===== config.mk =====
export PLATFORM = sky130hd
export DESIGN_NAME = dnts_sine
export DESIGN_NICKNAME = d
export VERILOG_FILES = /design/src/design/dnts_pkg.sv /design/src/design/dnts_sine.sv
export SDC_FILE = /design/constraint.sdc
export NUM_CORES = 1
export LEC_CHECK = 0
export BUFFER_PORTS_ARGS = -buffer_cell sky130_fd_sc_hd__buf_2
export CAP_MARGIN = 20
export CORE_MARGIN = 4
export CORE_UTILIZATION = 55
export CTS_CLUSTER_DIAMETER = 150
export DETAILED_ROUTE_END_ITERATION = 16
export PLACE_DENSITY = 0.73
export SYNTH_ARGS = -nofsm -noshare
export SYNTH_HDL_FRONTEND = slang
export SYNTH_SLANG_ARGS = --single-unit

===== constraint.sdc =====
create_clock -name clk -period 10.4 [get_ports clk]
set_input_delay 0.52 -clock clk [delete_from_list [all_inputs] [get_ports clk]]
set_output_delay 0.52 -clock clk [all_outputs]
set_load 0.01 [all_outputs]

===== src/design/dnts_pkg.sv =====
// ----------------------------------------------------------------------------
// dnts_pkg
// Types, constants and sine tables shared by the terminator shader blocks.
// ----------------------------------------------------------------------------
package dnts_pkg;

    // map geometry
    localparam int MAP_WIDTH  = 144;
    localparam int MAP_HEIGHT = 72;
    localparam int LAT_SPAN   = 2 * MAP_HEIGHT;

    // reciprocals for the column and row divisions (floor of 2^32 / divisor)
    localparam logic [31:0] LON_RECIP = 32'((64'd1 << 32) / MAP_WIDTH);
    localparam logic [31:0] LAT_RECIP = 32'((64'd1 << 32) / LAT_SPAN);

    localparam logic [15:0] QUARTER_TURN = 16'h4000;

    // pipeline depth, input register to output register
    localparam int STAGES = 8;

    typedef logic [15:0]        angle_t;
    typedef logic signed [17:0] sine_t;
    typedef logic [16:0]        qval_t;

    typedef enum logic [1:0] {
        CFG_SUN_LONGITUDE   = 2'd0,
        CFG_SUN_DECLINATION = 2'd1,
        CFG_MONO_MODE       = 2'd2
    } cfg_index_t;

    typedef struct packed {
        logic [7:0] column;
        logic [6:0] row;
        logic [7:0] day_pixel;
        logic [7:0] night_pixel;
    } src_item_t;

    typedef struct packed {
        logic [7:0] out_pixel;
        logic       in_night;
    } dst_item_t;

    typedef struct packed {
        logic [15:0]        sun_longitude;
        logic signed [13:0] sun_declination;
        logic               mono_mode;
    } cfg_t;

    typedef struct packed {
        logic [7:0] day_pixel;
        logic [7:0] night_pixel;
    } pix_pair_t;

    // stage enables for two- and three-stage sections
    typedef struct packed {
        logic st1;
        logic st2;
    } pair_en_t;

    typedef struct packed {
        logic st1;
        logic st2;
        logic st3;
    } trio_en_t;

    // quarter-wave sine, Q16, at multiples of pi/32
    function automatic qval_t quarter_base(input logic [4:0] idx);
        unique case (idx)
            5'd0:    return 17'd0;
            5'd1:    return 17'd6424;
            5'd2:    return 17'd12785;
            5'd3:    return 17'd19024;
            5'd4:    return 17'd25080;
            5'd5:    return 17'd30893;
            5'd6:    return 17'd36410;
            5'd7:    return 17'd41576;
            5'd8:    return 17'd46341;
            5'd9:    return 17'd50660;
            5'd10:   return 17'd54491;
            5'd11:   return 17'd57798;
            5'd12:   return 17'd60547;
            5'd13:   return 17'd62714;
            5'd14:   return 17'd64277;
            5'd15:   return 17'd65220;
            5'd16:   return 17'd65536;
            default: return 17'd0;
        endcase
    endfunction

    // slope to the next table point; flat at the top of the quarter
    function automatic qval_t quarter_step(input logic [4:0] idx);
        if (idx >= 5'd16)
            return 17'd0;
        return quarter_base(idx + 5'd1) - quarter_base(idx);
    endfunction

endpackage


===== src/design/dnts_sine.sv =====
// ----------------------------------------------------------------------------
// dnts_sine
// Two-stage Q16 sine or cosine of a 16-bit circle angle, by linear
// interpolation in the quarter-wave table.
// ----------------------------------------------------------------------------
module dnts_sine (
    input  logic               clk,
    input  dnts_pkg::pair_en_t en,
    input  dnts_pkg::angle_t   angle,
    input  logic               cos_sel,
    output dnts_pkg::sine_t    value
);

    // stage 1: quadrant fold, table lookup and slope product
    logic [1:0]        quad;
    logic [14:0]       qpos;
    logic [4:0]        idx;
    logic [9:0]        frac;
    logic [26:0]       slope_prod;
    dnts_pkg::qval_t   base_reg;
    dnts_pkg::qval_t   part_reg;
    logic              neg_reg;

    always_comb
    begin
        // cosine is the sine a quarter turn on
        quad       = angle[15:14] + {1'b0, cos_sel};
        qpos       = quad[0] ? (15'd16384 - {1'b0, angle[13:0]}) : {1'b0, angle[13:0]};
        idx        = qpos[14:10];
        frac       = qpos[9:0];
        slope_prod = 27'(dnts_pkg::quarter_step(idx)) * 27'(frac);
    end

    always_ff @(posedge clk)
    begin
        if (en.st1)
        begin
            base_reg <= dnts_pkg::quarter_base(idx);
            part_reg <= slope_prod[26:10];
            neg_reg  <= quad[1];
        end
    end

    // stage 2: sum and sign
    logic [17:0]     mag;
    dnts_pkg::sine_t value_reg;

    assign mag = 18'(base_reg) + 18'(part_reg);

    always_ff @(posedge clk)
    begin
        if (en.st2)
            value_reg <= neg_reg ? -$signed(mag) : $signed(mag);
    end

    assign value = value_reg;

endmodule


==> summary.txt <==
Routing
  – First drt pass iteration count: 5
  – Antenna Nets Post-Route: 0
  – DRC viols: 0
  – DR WL/cell: approximately 18 µm
  – Via Count: between 8000 and 9000
  – Starting DRC count in detailed routing: between 700 and 800
  – Via-per-instance ratio: 5.944
  – Detailed Route WL: 26550 µm

Floorplanning
  – Die H: 145.0 µm
  – Die area: 21020 µm²
  – Initial Util: 0.5669
  – I/O pin cnt: 38
  – Cell Rows: 49
  – Core box area: between 15000 and 20000 µm²
  – Die Wd: 145.0 µm

Critical path
  – Startpoint Class: input pin
  – Critical Path End Type: flip-flop
  – Worst R2R Path Depth: 10
  – Worst endpoint required time: between 10 and 15 ns
  – CP peak stage delay: 0.54 ns
  – R2R Setup Slk: between 6 and 7 ns
  – Crit path DAT: a little under 10 ns
  – Worst path slowest cell: fa_1
  – Reg2reg start: base_reg[0]
  – CP Max Fanout: 6
  – WS Path Type: in2reg
  – Worst reg2reg endpoint: value[16]

Synthesis
  – Seq/Total Area, Yosys: 0.1542
  – Area contributors post-synth: fa_1, edfxtp_1, ha_1
  – Simple-gate share of the synthesized area: 0.1955
  – Ys async rst share: 0
  – Post-synth top area share: 0.2308
  – Synth cell types: 75
  – Post-synthesis instance total: 1188
  – Mux share of post-synthesis cell area: 0.01273
  – Adder-cell share of the synthesized area: 0.3581
  – Largest family of logic cells by synthesized area: adder cells
  – Post-synth EDFFs: 53
  – Synth Register Bits: 53
  – Dominant synthesized flop cell: edfxtp_1
  – Post-synthesis compound-gate area fraction: 0.1495
  – Avg Inst Size Synth: just under 9 µm²
  – Xor and xnor fraction of the mapped netlist area: 0.06061
  – Syn Nets: ~1400
  – Yosys warns: 0
  – Cell area after synthesis: 10320 µm²
  – Yosys top cell by area: fa_1

Clocking
  – TritonCTS clock tree: yes
  – CTS Root Cell: clkbuf_16
  – Worst-Skew Late Latency: 0.30 ns
  – Setup Buffers After CTS: 0
  – Worst-path clk slew: 0.06 ns
  – CTS Buf Count: 5
  – Clk sink count: 53
  – Max Root-Sink Buffers: 2
  – Hold_buf cts: 0
  – H-tree Lvls: 2

Global routing
  – First-pass GRT wire length: 44980 µm
  – Met2 usage: 0.4124
  – GR Util met3: 0.04397
  – Initial antenna violation count: 0
  – Largest net degree at the start of global routing: 43
  – Gr usage total: 0.2578
  – Grt total ovfl: 0
  – Grt peak-use layer: met2
  – Met1 GRT Util: 0.3619
  – Vias in the first global route: just under 9000

Timing
  – Slew Viols, Final: 0
  – Worst-Margin Slew: 1.118 ns
  – Final Cycle Share: 0.9526
  – RSZ-0062 raised after global routing: false
  – Setup violations, final: 0
  – Final Hold Viols: 0
  – F_max: 100.9 MHz
  – Worst relative slew slack: 0.2523
  – Final WS setup: 0.4929 ns
  – Tmin final: 9.907 ns
  – Fin Clk Skew: 0.007547 ns
  – Setup TNS: 0 ns

Hold path
  – Hold EP: neg_reg
  – Hold path depth: 2
  – Hold Startpoint: angle[15]
  – HP Class: in2reg

Place
  – DP Worst Slack: 0.2858 ns
  – GPL Wtd Cong: 0.9730
  – PortBufs: 37
  – DP Wirelength: ~22000 µm

Layout
  – Post-layout util: 0.6205
  – # nets final: 1487
  – Most frequent cells in the layout: inv_1, nand2_1, fa_1
  – Most common cell after layout, fill and taps aside: inv_1
  – Max reg flops: 18
  – Fraction of layout cells with a size suffix above 1: 0.1117
  – Layout area overhead: 9.454%
  – Filler cells: between 1500 and 2000
  – Diodes inserted: 0
  – Multi-input gate area: 8095 µm²
  – Reg area: 1592 µm²

Run status
  – Status: finished, final reports clean

Run
  – Max Cap Violations: 0
==> routing by layer <==
metal / wire length, µm / vias to the layer above / share of wire
li1: - / 4158 / -
met1: 11390 / 4181 / 0.43
met2: 12160 / 357 / 0.46
met3: 2169 / 60 / 0.082
met4: 820 / 0 / 0.031
met5: 0 / - / 0
==> metrics by stage <==
stage,area (µm²),hold slack (ns),std cells
detailed placement,11100,0.5890,1465
CTS,11270,0.5432,1473
finish,11300,0.5496,1473
global route,11300,0.5460,1473
global placement,11090,0.5504,1464
floorplan,10350,0.5350,1188
==> worst max-delay path by stage <==
stage / startpoint / end / slack, ns / cells after the start
6_report: angle[0] / part_reg[10] / 0.49 / 41
2_1_floorplan: angle[0] / part_reg[13] / 0.06 / 42
4_1_cts: angle[0] / part_reg[10] / 0.54 / 41
3_5_place_dp: angle[0] / part_reg[10] / 0.29 / 41
3_3_place_gp: angle[6] / part_reg[13] / 0.37 / 42
5_1_grt: angle[0] / part_reg[10] / 0.02 / 41
==> layout make-up <==
cell class                 count  share of cell area
clock buffer                   5             0.01107
clock inverter                 3            0.004430
inverter                     143             0.04751
multi-input combinational    946              0.7165
sequential                    53              0.1409
tap                          229             0.02536
timing repair buffer          94             0.05426
==> cell usage after synthesis, types with 11 or more instances <==
cell        n
clkbuf_1   36
xor2_1     24
or3_1      15
mux2i_1    12
a21oi_1    37
inv_1     142
and2_1     11
fa_1      119
o21ai_0    55
nor2b_1    18
nor2_1    117
nand2b_1   26
nand2_1   119
a21o_1     20
a211oi_1   11
and3_1     15
nand3_1    30
nor3_1     31
ha_1      105
edfxtp_1   53
xnor2_1    40
==> cell families (layout without fill, tap and decap cells) <==
group                    Yosys count  in the layout
buffers and inverters            189            245
AO/OA/AOI/OAI                    220            220
adder cells (fa/ha/maj)          224            224
multiplexers                      13             13
XOR/XNOR                          68             68
AND/OR/NAND/NOR                  421            421
flip-flops                        53             53
==> worst max-delay path, delay by kind of cell <==
family	cells	cell delay [ns]
compound gates	12	2.90
xor+xnor	3	0.74
fa+ha+maj	11	4.06
buf+inv	7	0.52
simple gates	8	1.20
==> repair_timing <==
action	4_1_cts	5_1_grt
setup endpoints to repair	0	9
endpoints found under the hold margin	0	0
resized for setup	0	7
Power is left out: the tool's default activity adds up to more than one toggle a clock period on the data nets, which glitch-free logic cannot reach.
