**src/design/dnts_pkg.sv**
```systemverilog
// ----------------------------------------------------------------------------
// dnts_pkg
// Types, constants and sine tables shared by the terminator shader blocks.
// ----------------------------------------------------------------------------
package dnts_pkg;

    // map geometry
    localparam int MAP_WIDTH  = 144;
    localparam int MAP_HEIGHT = 72;
    localparam int LAT_SPAN   = 2 * MAP_HEIGHT;

    // reciprocals for the column and row divisions (floor of 2^32 / divisor)
    localparam logic [31:0] LON_RECIP = 32'((64'd1 << 32) / MAP_WIDTH);
    localparam logic [31:0] LAT_RECIP = 32'((64'd1 << 32) / LAT_SPAN);

    localparam logic [15:0] QUARTER_TURN = 16'h4000;

    // pipeline depth, input register to output register
    localparam int STAGES = 8;

    typedef logic [15:0]        angle_t;
    typedef logic signed [17:0] sine_t;
    typedef logic [16:0]        qval_t;

    typedef enum logic [1:0] {
        CFG_SUN_LONGITUDE   = 2'd0,
        CFG_SUN_DECLINATION = 2'd1,
        CFG_MONO_MODE       = 2'd2
    } cfg_index_t;

    typedef struct packed {
        logic [7:0] column;
        logic [6:0] row;
        logic [7:0] day_pixel;
        logic [7:0] night_pixel;
    } src_item_t;

    typedef struct packed {
        logic [7:0] out_pixel;
        logic       in_night;
    } dst_item_t;

    typedef struct packed {
        logic [15:0]        sun_longitude;
        logic signed [13:0] sun_declination;
        logic               mono_mode;
    } cfg_t;

    typedef struct packed {
        logic [7:0] day_pixel;
        logic [7:0] night_pixel;
    } pix_pair_t;

    // stage enables for two- and three-stage sections
    typedef struct packed {
        logic st1;
        logic st2;
    } pair_en_t;

    typedef struct packed {
        logic st1;
        logic st2;
        logic st3;
    } trio_en_t;

    // quarter-wave sine, Q16, at multiples of pi/32
    function automatic qval_t quarter_base(input logic [4:0] idx);
        unique case (idx)
            5'd0:    return 17'd0;
            5'd1:    return 17'd6424;
            5'd2:    return 17'd12785;
            5'd3:    return 17'd19024;
            5'd4:    return 17'd25080;
            5'd5:    return 17'd30893;
            5'd6:    return 17'd36410;
            5'd7:    return 17'd41576;
            5'd8:    return 17'd46341;
            5'd9:    return 17'd50660;
            5'd10:   return 17'd54491;
            5'd11:   return 17'd57798;
            5'd12:   return 17'd60547;
            5'd13:   return 17'd62714;
            5'd14:   return 17'd64277;
            5'd15:   return 17'd65220;
            5'd16:   return 17'd65536;
            default: return 17'd0;
        endcase
    endfunction

    // slope to the next table point; flat at the top of the quarter
    function automatic qval_t quarter_step(input logic [4:0] idx);
        if (idx >= 5'd16)
            return 17'd0;
        return quarter_base(idx + 5'd1) - quarter_base(idx);
    endfunction

endpackage

```
**src/design/dnts_angle.sv**
```systemverilog
// ----------------------------------------------------------------------------
// dnts_angle
// Two stages: maps column and row to longitude and latitude angles and forms
// the declination, latitude and hour angles.
// ----------------------------------------------------------------------------
module dnts_angle (
    input  logic               clk,
    input  dnts_pkg::pair_en_t en,
    input  dnts_pkg::cfg_t     cfg,
    input  logic [7:0]         column,
    input  logic [6:0]         row,
    output dnts_pkg::angle_t   dec_angle,
    output dnts_pkg::angle_t   lat_angle,
    output dnts_pkg::angle_t   hour_angle
);

    // stage 1: reciprocal estimates, never above the true quotient
    logic [39:0] lon_mul;
    logic [38:0] lat_mul;
    logic [23:0] lon_q0_reg;
    logic [22:0] lat_q0_reg;
    logic [7:0]  col_s1_reg;
    logic [6:0]  row_s1_reg;

    assign lon_mul = 40'(column) * 40'(dnts_pkg::LON_RECIP);
    assign lat_mul = 39'(row) * 39'(dnts_pkg::LAT_RECIP);

    always_ff @(posedge clk)
    begin
        if (en.st1)
        begin
            lon_q0_reg <= lon_mul[39:16];
            lat_q0_reg <= lat_mul[38:16];
            col_s1_reg <= column;
            row_s1_reg <= row;
        end
    end

    // stage 2: one-step correction, then the angle arithmetic
    logic [34:0]       lon_back;
    logic [33:0]       lat_back;
    logic [23:0]       lon_rem;
    logic [22:0]       lat_rem;
    logic              lon_fix;
    logic              lat_fix;
    dnts_pkg::angle_t  lon;
    dnts_pkg::angle_t  lat_next;
    dnts_pkg::angle_t  dec_next;
    dnts_pkg::angle_t  hour_next;
    dnts_pkg::angle_t  dec_reg;
    dnts_pkg::angle_t  lat_reg;
    dnts_pkg::angle_t  hour_reg;

    always_comb
    begin
        lon_back  = 35'(lon_q0_reg) * 35'(dnts_pkg::MAP_WIDTH);
        lat_back  = 34'(lat_q0_reg) * 34'(dnts_pkg::LAT_SPAN);
        lon_rem   = {col_s1_reg, 16'd0} - lon_back[23:0];
        lat_rem   = {row_s1_reg, 16'd0} - lat_back[22:0];
        lon_fix   = (lon_rem >= 24'(dnts_pkg::MAP_WIDTH));
        lat_fix   = (lat_rem >= 23'(dnts_pkg::LAT_SPAN));
        lon       = lon_q0_reg[15:0] + 16'(lon_fix);
        lat_next  = lat_q0_reg[15:0] + 16'(lat_fix) - dnts_pkg::QUARTER_TURN;
        hour_next = cfg.sun_longitude - lon;
        dec_next  = {{2{cfg.sun_declination[13]}}, cfg.sun_declination};
    end

    always_ff @(posedge clk)
    begin
        if (en.st2)
        begin
            dec_reg  <= dec_next;
            lat_reg  <= lat_next;
            hour_reg <= hour_next;
        end
    end

    assign dec_angle  = dec_reg;
    assign lat_angle  = lat_reg;
    assign hour_angle = hour_reg;

endmodule

```
**config.mk**
```make
export PLATFORM = sky130hd
export DESIGN_NAME = dnts_angle
export DESIGN_NICKNAME = d
export VERILOG_FILES = /design/src/design/dnts_pkg.sv /design/src/design/dnts_angle.sv
export SDC_FILE = /design/constraint.sdc
export NUM_CORES = 1
export LEC_CHECK = 0
export ABC_CLOCK_PERIOD_IN_PS = 6850
export CELL_PAD_IN_SITES_DETAIL_PLACEMENT = 1
export CELL_PAD_IN_SITES_GLOBAL_PLACEMENT = 1
export CORE_MARGIN = 3
export CORE_UTILIZATION = 47
export DETAILED_ROUTE_END_ITERATION = 10
export DONT_BUFFER_PORTS = 1
export PLACE_DENSITY_LB_ADDON = 0.3
export SYNTH_ARGS = -nofsm -noshare
export SYNTH_HDL_FRONTEND = slang
export SYNTH_SLANG_ARGS = --single-unit
```
**constraint.sdc**
```tcl
create_clock -name clk -period 6.85 [get_ports clk]
set_clock_uncertainty 0.2 [all_clocks]
set_input_delay 1.0275 -clock clk [delete_from_list [all_inputs] [get_ports clk]]
set_output_delay 1.0275 -clock clk [all_outputs]
set_load 0.01 [all_outputs]
```
==> metrics <==
Num CTS Buffers 9; synthesized cell area 9374 um^2; Die Y around 150 um; fin crit period about 7.4 ns; Worst-path clk slew 0.07 ns; CTS Hold Bufs 0; vias per cell 5.519; crit start category register; Avg WL per Cell 17.88 um; Async SR Flop Fraction 0%; post-synthesis sequential area ratio 30.11%; io pins 97; unrepaired setup endpoints after global routing yes; simple-gate share of the synthesized area 10.58%; critical-path maximum fanout 3; Slowest-stage cell, CP fa_1; Initial Util 48.01%; compound-cell area share of the yosys netlist 13.29%; max reg flops 17; Post-Layout Cell Count between 1,000 and 1,500; gpl congestion 0.8528; I/O Buffers 0; Hold WC Path Type reg -> reg; Inserted Diodes 0; post-synthesis mux area share 0.4672%; Hold Slack about 0.48 ns; DR DRC count 0; layout cell share with drive strength beyond 1 13.06%; FMAX 0.1348 GHz; Die X 147.2 um; worst-margin pin slew 0.5920 ns; Tot GR Track Use 20.94%; initial antenna violation count 0; final setup fails 10; Setup crit end kind register; Synth Area in Adders 31.18%; Final Cycle Share 108.3%; Post-Route WL 22,260 um; Cells after DPL around 1,200; Mean Syn Cell Area approximately 10 um^2; Cell Rows just over 50; Synth cell types 64; Mapped Cells a little over 900; TNS Setup -3.792 ns; CP Buf/Inv Count 3; Post-synth EDFFs 94; GRT overflow 0; crit-path max cell delay 0.56 ns; Slew Limit Headroom about three fifths; pre-CTS WS -0.6420 ns; CTS sink cnt 94; Max-cap violations 0; most frequent cells in the layout ha_1 (180), inv_1 (129), edfxtp_1 (94); first-pass GRT wire length 36,630 um; Hold Vio Cnt, Final 0; failing checks setup timing; initial DRC count approximately 320; Ys Warns 0; CORE AREA 19,530 um^2; DP Wirelength approximately 18,000 um; Pre-antenna DRT Iters 4; largest family of logic cells by synthesized area adder cells; Area Overhead vs Synth 12.55%; worst skew pair latency ~0.35 ns; Yosys reg bits 94; Post-Syn Nets 1,183; WP data required 6.75 ns; CTS tree built; CTS H-tree depth 3; largest net degree at the start of global routing 49; status complete, but fails checks; Final nets 1,240; Routed Antenna Nets 0; Worst path top cell family by delay compound AO/OA/AOI/OAI gates; vias in the first global route about 7,300; clock tree buffer depth 2; most common cell after layout, fill and taps aside ha_1; Via Count about 6,900; CP arrival 7.32 ns; max-slew violations 0; CP Class reg -> reg; Main synth FF type edfxtp_1; die area between 20,000 and 25,000 um^2; CTS root buf clkbuf_16; post-route setup slack -0.5674 ns; XOR/XNOR Fraction of Synth Area 8.502%
[metrics by stage]
stage / area (um^2) / util [%]
after global placement: 10010 / 51.28
after global routing: 10550 / 54.03
after CTS: 10480 / 53.67
after detailed placement: 10010 / 51.28
after floorplan: 9420 / -
final: 10550 / 54.03
[repair_timing]
action | in CTS | in global routing
gates resized for setup | 11 | 11
pin swaps | 6 | 4
endpoints found under the setup margin | 10 | 15
setup buffers | 14 | 3
[kinds of logic (layout without fill, tap and decap cells)]
family          after synthesis  in the layout
fa+ha+maj                   215            215
xor+xnor                     91             91
buf+inv                     144            205
compound gates              185            185
flops                        94             94
simple gates                186            186
mux                           4              4
[final timing paths]
check                           cells after the start      startpoint             end  slack [ns]
worst max-delay path                               34   lon_q0_reg[4]  hour_angle[12]       -0.57
worst min-delay path                                1  lat_q0_reg[15]   lat_angle[15]        0.48
worst max register to register                     34   lon_q0_reg[4]  hour_angle[12]       -0.57
worst min register to register                      1  lat_q0_reg[15]   lat_angle[15]        0.48
[final cells by class]
class                           count  area [um^2]
Sequential cell                    94         2823
Inverter                          130        488.0
Fill cell                        2148         8976
Clock inverter                      4        72.57
Tap cell                          265        331.6
Timing Repair Buffer               60        450.4
Multi-Input combinational cell    681         6152
Clock buffer                       11        232.7
[synth_stat cells (3+ instances only)]
| cell | number | area (um^2) |
|---|---|---|
| or4_1 | 3 | 22.52 |
| o31ai_1 | 5 | 37.54 |
| o2111ai_1 | 3 | 26.28 |
| a31oi_1 | 5 | 31.28 |
| o211ai_1 | 5 | 37.54 |
| nand4_1 | 10 | 62.56 |
| mux2_2 | 3 | 33.78 |
| or2_2 | 11 | 68.82 |
| nor2_1 | 42 | 157.7 |
| fa_1 | 31 | 620.6 |
| o21ai_0 | 40 | 200.2 |
| ha_1 | 184 | 2302 |
| nor3_1 | 13 | 65.06 |
| edfxtp_1 | 94 | 2823 |
| clkbuf_1 | 11 | 41.29 |
| xnor2_1 | 61 | 534.3 |
| nand3_1 | 15 | 75.07 |
| o21a_1 | 10 | 75.07 |
| nor2b_1 | 9 | 56.30 |
| nand2_1 | 34 | 127.6 |
| or3_1 | 12 | 75.07 |
| nand2b_1 | 10 | 62.56 |
| a211oi_1 | 5 | 37.54 |
| inv_1 | 130 | 488.0 |
| o31a_1 | 3 | 26.28 |
| xor2_1 | 30 | 262.8 |
| o21bai_1 | 6 | 45.04 |
| a21oi_1 | 51 | 255.2 |
| and2_1 | 5 | 31.28 |
| nor4_1 | 3 | 18.77 |
| and3_1 | 6 | 37.54 |
| a311oi_1 | 6 | 52.55 |
| a21o_1 | 16 | 120.1 |
[routing by layer]
metal	global-route usage, %	up-vias	wire (um)
met5	0	-	0
met4	5.825	0	344
met3	2.714	23	675
met2	36.64	111	10690
met1	27.37	3331	10550
li1	-	3406	-
Power is left out: the tool's default activity adds up to more than one toggle a clock period on the data nets, which glitch-free logic cannot reach.
