File: config.mk
export PLATFORM = sky130hd
export DESIGN_NAME = dnts_combine
export DESIGN_NICKNAME = d
export VERILOG_FILES = /design/src/design/dnts_pkg.sv /design/src/design/dnts_combine.sv
export SDC_FILE = /design/constraint.sdc
export NUM_CORES = 2
export LEC_CHECK = 0
export BUFFER_PORTS_ARGS = -buffer_cell sky130_fd_sc_hd__buf_4
export CORE_AREA = 2 2 348 350
export DETAILED_ROUTE_END_ITERATION = 6
export DIE_AREA = 0 0 350 352
export PLACE_DENSITY = 0.69
export SLEW_MARGIN = 20
export SYNTH_ARGS = -nofsm -noshare
export SYNTH_HDL_FRONTEND = slang
export SYNTH_SLANG_ARGS = --single-unit
File: constraint.sdc
create_clock -name clk -period 8.5 [get_ports clk]
set_input_delay 1.275 -clock clk [delete_from_list [all_inputs] [get_ports clk]]
set_output_delay 1.275 -clock clk [all_outputs]
set_load 0.02 [all_outputs]
File: src/design/dnts_pkg.sv
// ----------------------------------------------------------------------------
// dnts_pkg
// Types, constants and sine tables shared by the terminator shader blocks.
// ----------------------------------------------------------------------------
package dnts_pkg;

    // map geometry
    localparam int MAP_WIDTH  = 144;
    localparam int MAP_HEIGHT = 72;
    localparam int LAT_SPAN   = 2 * MAP_HEIGHT;

    // reciprocals for the column and row divisions (floor of 2^32 / divisor)
    localparam logic [31:0] LON_RECIP = 32'((64'd1 << 32) / MAP_WIDTH);
    localparam logic [31:0] LAT_RECIP = 32'((64'd1 << 32) / LAT_SPAN);

    localparam logic [15:0] QUARTER_TURN = 16'h4000;

    // pipeline depth, input register to output register
    localparam int STAGES = 8;

    typedef logic [15:0]        angle_t;
    typedef logic signed [17:0] sine_t;
    typedef logic [16:0]        qval_t;

    typedef enum logic [1:0] {
        CFG_SUN_LONGITUDE   = 2'd0,
        CFG_SUN_DECLINATION = 2'd1,
        CFG_MONO_MODE       = 2'd2
    } cfg_index_t;

    typedef struct packed {
        logic [7:0] column;
        logic [6:0] row;
        logic [7:0] day_pixel;
        logic [7:0] night_pixel;
    } src_item_t;

    typedef struct packed {
        logic [7:0] out_pixel;
        logic       in_night;
    } dst_item_t;

    typedef struct packed {
        logic [15:0]        sun_longitude;
        logic signed [13:0] sun_declination;
        logic               mono_mode;
    } cfg_t;

    typedef struct packed {
        logic [7:0] day_pixel;
        logic [7:0] night_pixel;
    } pix_pair_t;

    // stage enables for two- and three-stage sections
    typedef struct packed {
        logic st1;
        logic st2;
    } pair_en_t;

    typedef struct packed {
        logic st1;
        logic st2;
        logic st3;
    } trio_en_t;

    // quarter-wave sine, Q16, at multiples of pi/32
    function automatic qval_t quarter_base(input logic [4:0] idx);
        unique case (idx)
            5'd0:    return 17'd0;
            5'd1:    return 17'd6424;
            5'd2:    return 17'd12785;
            5'd3:    return 17'd19024;
            5'd4:    return 17'd25080;
            5'd5:    return 17'd30893;
            5'd6:    return 17'd36410;
            5'd7:    return 17'd41576;
            5'd8:    return 17'd46341;
            5'd9:    return 17'd50660;
            5'd10:   return 17'd54491;
            5'd11:   return 17'd57798;
            5'd12:   return 17'd60547;
            5'd13:   return 17'd62714;
            5'd14:   return 17'd64277;
            5'd15:   return 17'd65220;
            5'd16:   return 17'd65536;
            default: return 17'd0;
        endcase
    endfunction

    // slope to the next table point; flat at the top of the quarter
    function automatic qval_t quarter_step(input logic [4:0] idx);
        if (idx >= 5'd16)
            return 17'd0;
        return quarter_base(idx + 5'd1) - quarter_base(idx);
    endfunction

endpackage

File: src/design/dnts_combine.sv
// ----------------------------------------------------------------------------
// dnts_combine
// Three stages of exact products for the law of cosines, then the sign of
//   C = sd*sl*65536 + cd*cl*ch
// as seen by the output register.
// ----------------------------------------------------------------------------
module dnts_combine (
    input  logic               clk,
    input  dnts_pkg::trio_en_t en,
    input  dnts_pkg::sine_t    sd,
    input  dnts_pkg::sine_t    cd,
    input  dnts_pkg::sine_t    sl,
    input  dnts_pkg::sine_t    cl,
    input  dnts_pkg::sine_t    ch,
    output logic               neg,
    output logic               nonpos
);

    // stage 1: the two 18x18 products
    logic signed [35:0] sdsl_reg;
    logic signed [35:0] cdcl_reg;
    dnts_pkg::sine_t    ch_reg;

    always_ff @(posedge clk)
    begin
        if (en.st1)
        begin
            sdsl_reg <= 36'(sd) * 36'(sl);
            cdcl_reg <= 36'(cd) * 36'(cl);
            ch_reg   <= ch;
        end
    end

    // stage 2: cd*cl*ch as two partial products, high and low halves
    logic signed [18:0] cdcl_hi;
    logic signed [17:0] cdcl_lo;
    logic signed [36:0] hi_prod_reg;
    logic signed [35:0] lo_prod_reg;
    logic signed [35:0] sdsl_s2_reg;

    assign cdcl_hi = cdcl_reg[35:17];
    assign cdcl_lo = $signed({1'b0, cdcl_reg[16:0]});

    always_ff @(posedge clk)
    begin
        if (en.st2)
        begin
            hi_prod_reg <= 37'(cdcl_hi) * 37'(ch_reg);
            lo_prod_reg <= 36'(cdcl_lo) * 36'(ch_reg);
            sdsl_s2_reg <= sdsl_reg;
        end
    end

    // stage 3: recombine the partial products
    logic signed [53:0] term_reg;
    logic signed [35:0] sdsl_s3_reg;

    always_ff @(posedge clk)
    begin
        if (en.st3)
        begin
            term_reg    <= (54'(hi_prod_reg) <<< 17) + 54'(lo_prod_reg);
            sdsl_s3_reg <= sdsl_s2_reg;
        end
    end

    // final sum and sign test
    logic signed [53:0] c_sum;

    assign c_sum  = (54'(sdsl_s3_reg) <<< 16) + term_reg;
    assign neg    = c_sum[53];
    assign nonpos = c_sum[53] || (c_sum == 54'sd0);

endmodule

==> tab_implementation.tex <==
\begin{tabular}{lr}
\hline
Metric & Value \\
\hline
\multicolumn{2}{l}{\textbf{Status}} \\
\quad Status & complete, no violations \\
\multicolumn{2}{l}{\textbf{CTS}} \\
\quad Setup repair bufs after CTS & 0 \\
\quad Clock tree sinks & 289 \\
\quad Maximum level of the CTS H-tree & 2 \\
\quad Number of buffers on the longest clock path & 3 \\
\quad CTS hold repair buffers & 0 \\
\quad Clock latency on the worst-skew pair & 0.58 ns \\
\quad Total CTS buffers & 36 \\
\quad Clock slew at the register clock pins of the worst setup and hold paths & 0.06 ns \\
\quad TritonCTS clock tree & built \\
\quad Clk root buf & sky130\_fd\_sc\_hd\_\_clkbuf\_16 \\
\quad Post-cts sizing count & 0 \\
\multicolumn{2}{l}{\textbf{Min path}} \\
\quad Type of the tightest min-delay check & flip-flop to flip-flop \\
\multicolumn{2}{l}{\textbf{Place}} \\
\quad Gpl congestion & 0.896 \\
\quad PortBufs & 95 \\
\quad Cell count after placement & 7,599 \\
\quad Detailed placer's ending HPWL & 106,000 µm \\
\multicolumn{2}{l}{\textbf{Global route}} \\
\quad Antenna violations before repair & 0 \\
\quad Global-route wire length before repair & 222,000 µm \\
\quad Largest net degree at the start of global routing & 78 \\
\quad Vias in the first global route & 44,100 \\
\quad GRT overflow & 0 \\
\quad GR Util All Layers & 0.223 \\
\multicolumn{2}{l}{\textbf{Die}} \\
\quad Die X-Extent & 350 µm \\
\quad Die Area & 123,000 µm² \\
\quad I/O pin count & 96 \\
\quad Initial core utilization & 0.497 \\
\quad DIE HEIGHT & 352 µm \\
\quad Core Region & 119,000 µm² \\
\quad FP Rows & 127 \\
\multicolumn{2}{l}{\textbf{Drt}} \\
\quad Via density per instance & 5.21 \\
\quad Vias & 39,900 \\
\quad Initial DRT Pass Iterations & 6 \\
\quad Post-route ant nets & 0 \\
\quad Routed wire length on met2 & 64,200 µm \\
\quad Initial DRC Count & 2,238 \\
\quad Routed metal-1 wirelength & 54,900 µm \\
\quad Routed met3 length & 6360 µm \\
\quad DRC violation count after routing & 0 \\
\quad Highest metal layer with signal wires & met4 \\
\quad Total routed wirelength & 129,000 µm \\
\quad Routed WL per cell & 16.8 µm \\
\multicolumn{2}{l}{\textbf{STA}} \\
\quad Final hold slack & 0.401 ns \\
\quad Share of the cycle needed by the critical path after routing & 0.873 \\
\quad Worst-Margin Slew & 1.18 ns \\
\quad Total of endpoints with negative setup slack in the final report & 0 \\
\quad Final slew viol count & 0 \\
\quad Slew margin rel. & 0.206 \\
\quad Final Hold Viols & 0 \\
\quad Fin crit period & 7.42 ns \\
\quad Setup TNS Final & 0 ns \\
\quad Max Fclk & 135 MHz \\
\quad Clk\_skew & 0.0305 ns \\
\quad Unrepaired setup endpoints after global routing & false \\
\multicolumn{2}{l}{\textbf{Critical path}} \\
\quad Largest fanout on the critical path & 25 \\
\quad Data arrival time at the worst-slack endpoint & 7.76 ns \\
\quad Setup crit start kind & flip-flop \\
\quad Critical path capture point type & flip-flop \\
\quad WS Path Type & flip-flop to flip-flop \\
\quad Crit path required time & 8.84 ns \\
\multicolumn{2}{l}{\textbf{Logic synthesis}} \\
\quad Main area contributors after synthesis & sky130\_fd\_sc\_hd\_\_fa\_1, sky130\_fd\_sc\_hd\_\_edfxtp\_1, sky130\_fd\_sc\_hd\_\_ha\_1 \\
\quad Number of enable-type register cells in the synthesized netlist & 289 \\
\quad Total of flip-flops plus latches after synthesis & 289 \\
\quad Synth Flop Type & sky130\_fd\_sc\_hd\_\_edfxtp\_1 \\
\quad Largest area contributor in the synthesized netlist & sky130\_fd\_sc\_hd\_\_fa\_1 \\
\quad Post-synth ARST share & 0 \\
\quad Portion of synthesized cell area occupied by the leading cell type & 0.420 \\
\quad Net Count, Synth & 7,874 \\
\quad Number of different library cells in the post-synthesis netlist & 73 \\
\quad Most used standard cells in the synthesized netlist & sky130\_fd\_sc\_hd\_\_inv\_1, sky130\_fd\_sc\_hd\_\_fa\_1, sky130\_fd\_sc\_hd\_\_and2\_1 \\
\quad Number of warnings issued by yosys & 0 \\
\quad Number of instances in the synthesized netlist & 6,050 \\
\quad Avg Inst Size Synth & 9.81 µm² \\
\quad Post-synthesis instance area & 59,300 µm² \\
\quad Share of synthesized area occupied by flip-flops and latches & 0.146 \\
\quad Most instantiated library cell after synthesis & sky130\_fd\_sc\_hd\_\_inv\_1 \\
\multicolumn{2}{l}{\textbf{Job}} \\
\quad Number of max-cap violations & 0 \\
\multicolumn{2}{l}{\textbf{Layout}} \\
\quad Layout cells sized above 1 & 0.0360 \\
\quad Area used by multi-input combinational logic & 44,500 µm² \\
\quad Signed area change from the synthesized netlist to the final layout & 6.01\% \\
\quad Max reg flops & 54 \\
\quad Fill cell instance count of the final layout & 10,700 \\
\quad Post-route non-filler standard cell count & 7,666 \\
\quad Total number of nets in the final design & 7,851 \\
\quad Seq. cell area & 8680 µm² \\
\hline
\end{tabular}
-- area by class of cell --
| cell class | count | area share |
|---|---|---|
| Sequential cell | 289 | 0.138 |
| Timing Repair Buffer | 140 | 0.0171 |
| Inverter | 1448 | 0.0864 |
| Clock buffer | 40 | 0.0146 |
| Clock inverter | 24 | 0.00483 |
| Tap cell | 1612 | 0.0321 |
| Multi-Input combinational cell | 4112 | 0.707 |
| Antenna cell | 1 | 0.0000398 |
-- kinds of logic after synthesis --
logic type      count (synthesis)  synth area share
compound gates                504            0.0555
xor+xnor                      186            0.0275
fa+ha+maj                    1730             0.522
buf+inv                      1649             0.104
flops                         289             0.146
mux                            10           0.00175
simple gates                 1682             0.142
-- cells in the final DEF (no fill, tap or decap), types with 17 or more instances in the layout --
| cell type | Yosys | final |
|---|---|---|
| sky130_fd_sc_hd__nand3_1 | 30 | 30 |
| sky130_fd_sc_hd__xor2_1 | 43 | 43 |
| sky130_fd_sc_hd__xnor2_1 | 143 | 143 |
| sky130_fd_sc_hd__nor2b_1 | 32 | 32 |
| sky130_fd_sc_hd__fa_1 | 1245 | 1245 |
| sky130_fd_sc_hd__ha_1 | 485 | 485 |
| sky130_fd_sc_hd__o21a_1 | 25 | 25 |
| sky130_fd_sc_hd__clkbuf_16 | 0 | 36 |
| sky130_fd_sc_hd__o21bai_1 | 22 | 22 |
| sky130_fd_sc_hd__o211ai_1 | 17 | 17 |
| sky130_fd_sc_hd__nor3_1 | 26 | 26 |
| sky130_fd_sc_hd__buf_4 | 0 | 137 |
| sky130_fd_sc_hd__and2_1 | 663 | 663 |
| sky130_fd_sc_hd__nand2_1 | 657 | 657 |
| sky130_fd_sc_hd__nand2b_1 | 46 | 46 |
| sky130_fd_sc_hd__a21oi_1 | 142 | 142 |
| sky130_fd_sc_hd__edfxtp_1 | 289 | 289 |
| sky130_fd_sc_hd__inv_1 | 1447 | 1447 |
| sky130_fd_sc_hd__a21o_1 | 82 | 82 |
| sky130_fd_sc_hd__nand4_1 | 17 | 17 |
| sky130_fd_sc_hd__o21ai_0 | 92 | 92 |
| sky130_fd_sc_hd__a31oi_1 | 17 | 17 |
| sky130_fd_sc_hd__nor2_1 | 155 | 155 |
-- layer usage --
metal,track usage,vias to the layer above
met5,0,-
met4,0.0615,0
met3,0.0266,205
met2,0.383,948
met1,0.299,20600
li1,-,18200
-- stage by stage --
stage	area [µm²]	setup WS [ns]	util
finish	62900	1.08	0.527
global route	62900	0.756	0.527
floorplan	59300	0.993	-
detailed placement	61700	0.627	0.517
global placement	61600	0.675	0.517
CTS	62900	1.11	0.527
-- worst paths after layout --
kind,start,slack [ns],cells after the start,endpoint
min,sdsl_reg[20]$_DFFE_PP_,0.40,0,sdsl_s2_reg[20]$_DFFE_PP_
max reg2reg,ch_reg[4]$_DFFE_PP_,1.08,22,lo_prod_reg[28]$_DFFE_PP_
min reg2reg,sdsl_reg[20]$_DFFE_PP_,0.40,0,sdsl_s2_reg[20]$_DFFE_PP_
max,ch_reg[4]$_DFFE_PP_,1.08,22,lo_prod_reg[28]$_DFFE_PP_
-- critical path, cell delays in order, from the launching register on --
cell and delay (ns):
sky130_fd_sc_hd__edfxtp_1 0.66, sky130_fd_sc_hd__buf_4 0.43, sky130_fd_sc_hd__nand2_1 0.13, sky130_fd_sc_hd__fa_1 0.52
sky130_fd_sc_hd__fa_1 0.51, sky130_fd_sc_hd__fa_1 0.51, sky130_fd_sc_hd__inv_1 0.05, sky130_fd_sc_hd__fa_1 0.50
sky130_fd_sc_hd__fa_1 0.49, sky130_fd_sc_hd__inv_1 0.05, sky130_fd_sc_hd__fa_1 0.48, sky130_fd_sc_hd__inv_1 0.04
sky130_fd_sc_hd__ha_1 0.35, sky130_fd_sc_hd__nand3_1 0.17, sky130_fd_sc_hd__o22ai_1 0.27, sky130_fd_sc_hd__o21a_1 0.14
sky130_fd_sc_hd__a311o_1 0.21, sky130_fd_sc_hd__a41oi_1 0.23, sky130_fd_sc_hd__a211oi_1 0.54, sky130_fd_sc_hd__and2_1 0.23
sky130_fd_sc_hd__nor4_1 0.05, sky130_fd_sc_hd__nor3_1 0.23, sky130_fd_sc_hd__xor2_1 0.36
Power is left out: the tool's default activity adds up to more than one toggle a clock period on the data nets, which glitch-free logic cannot reach.
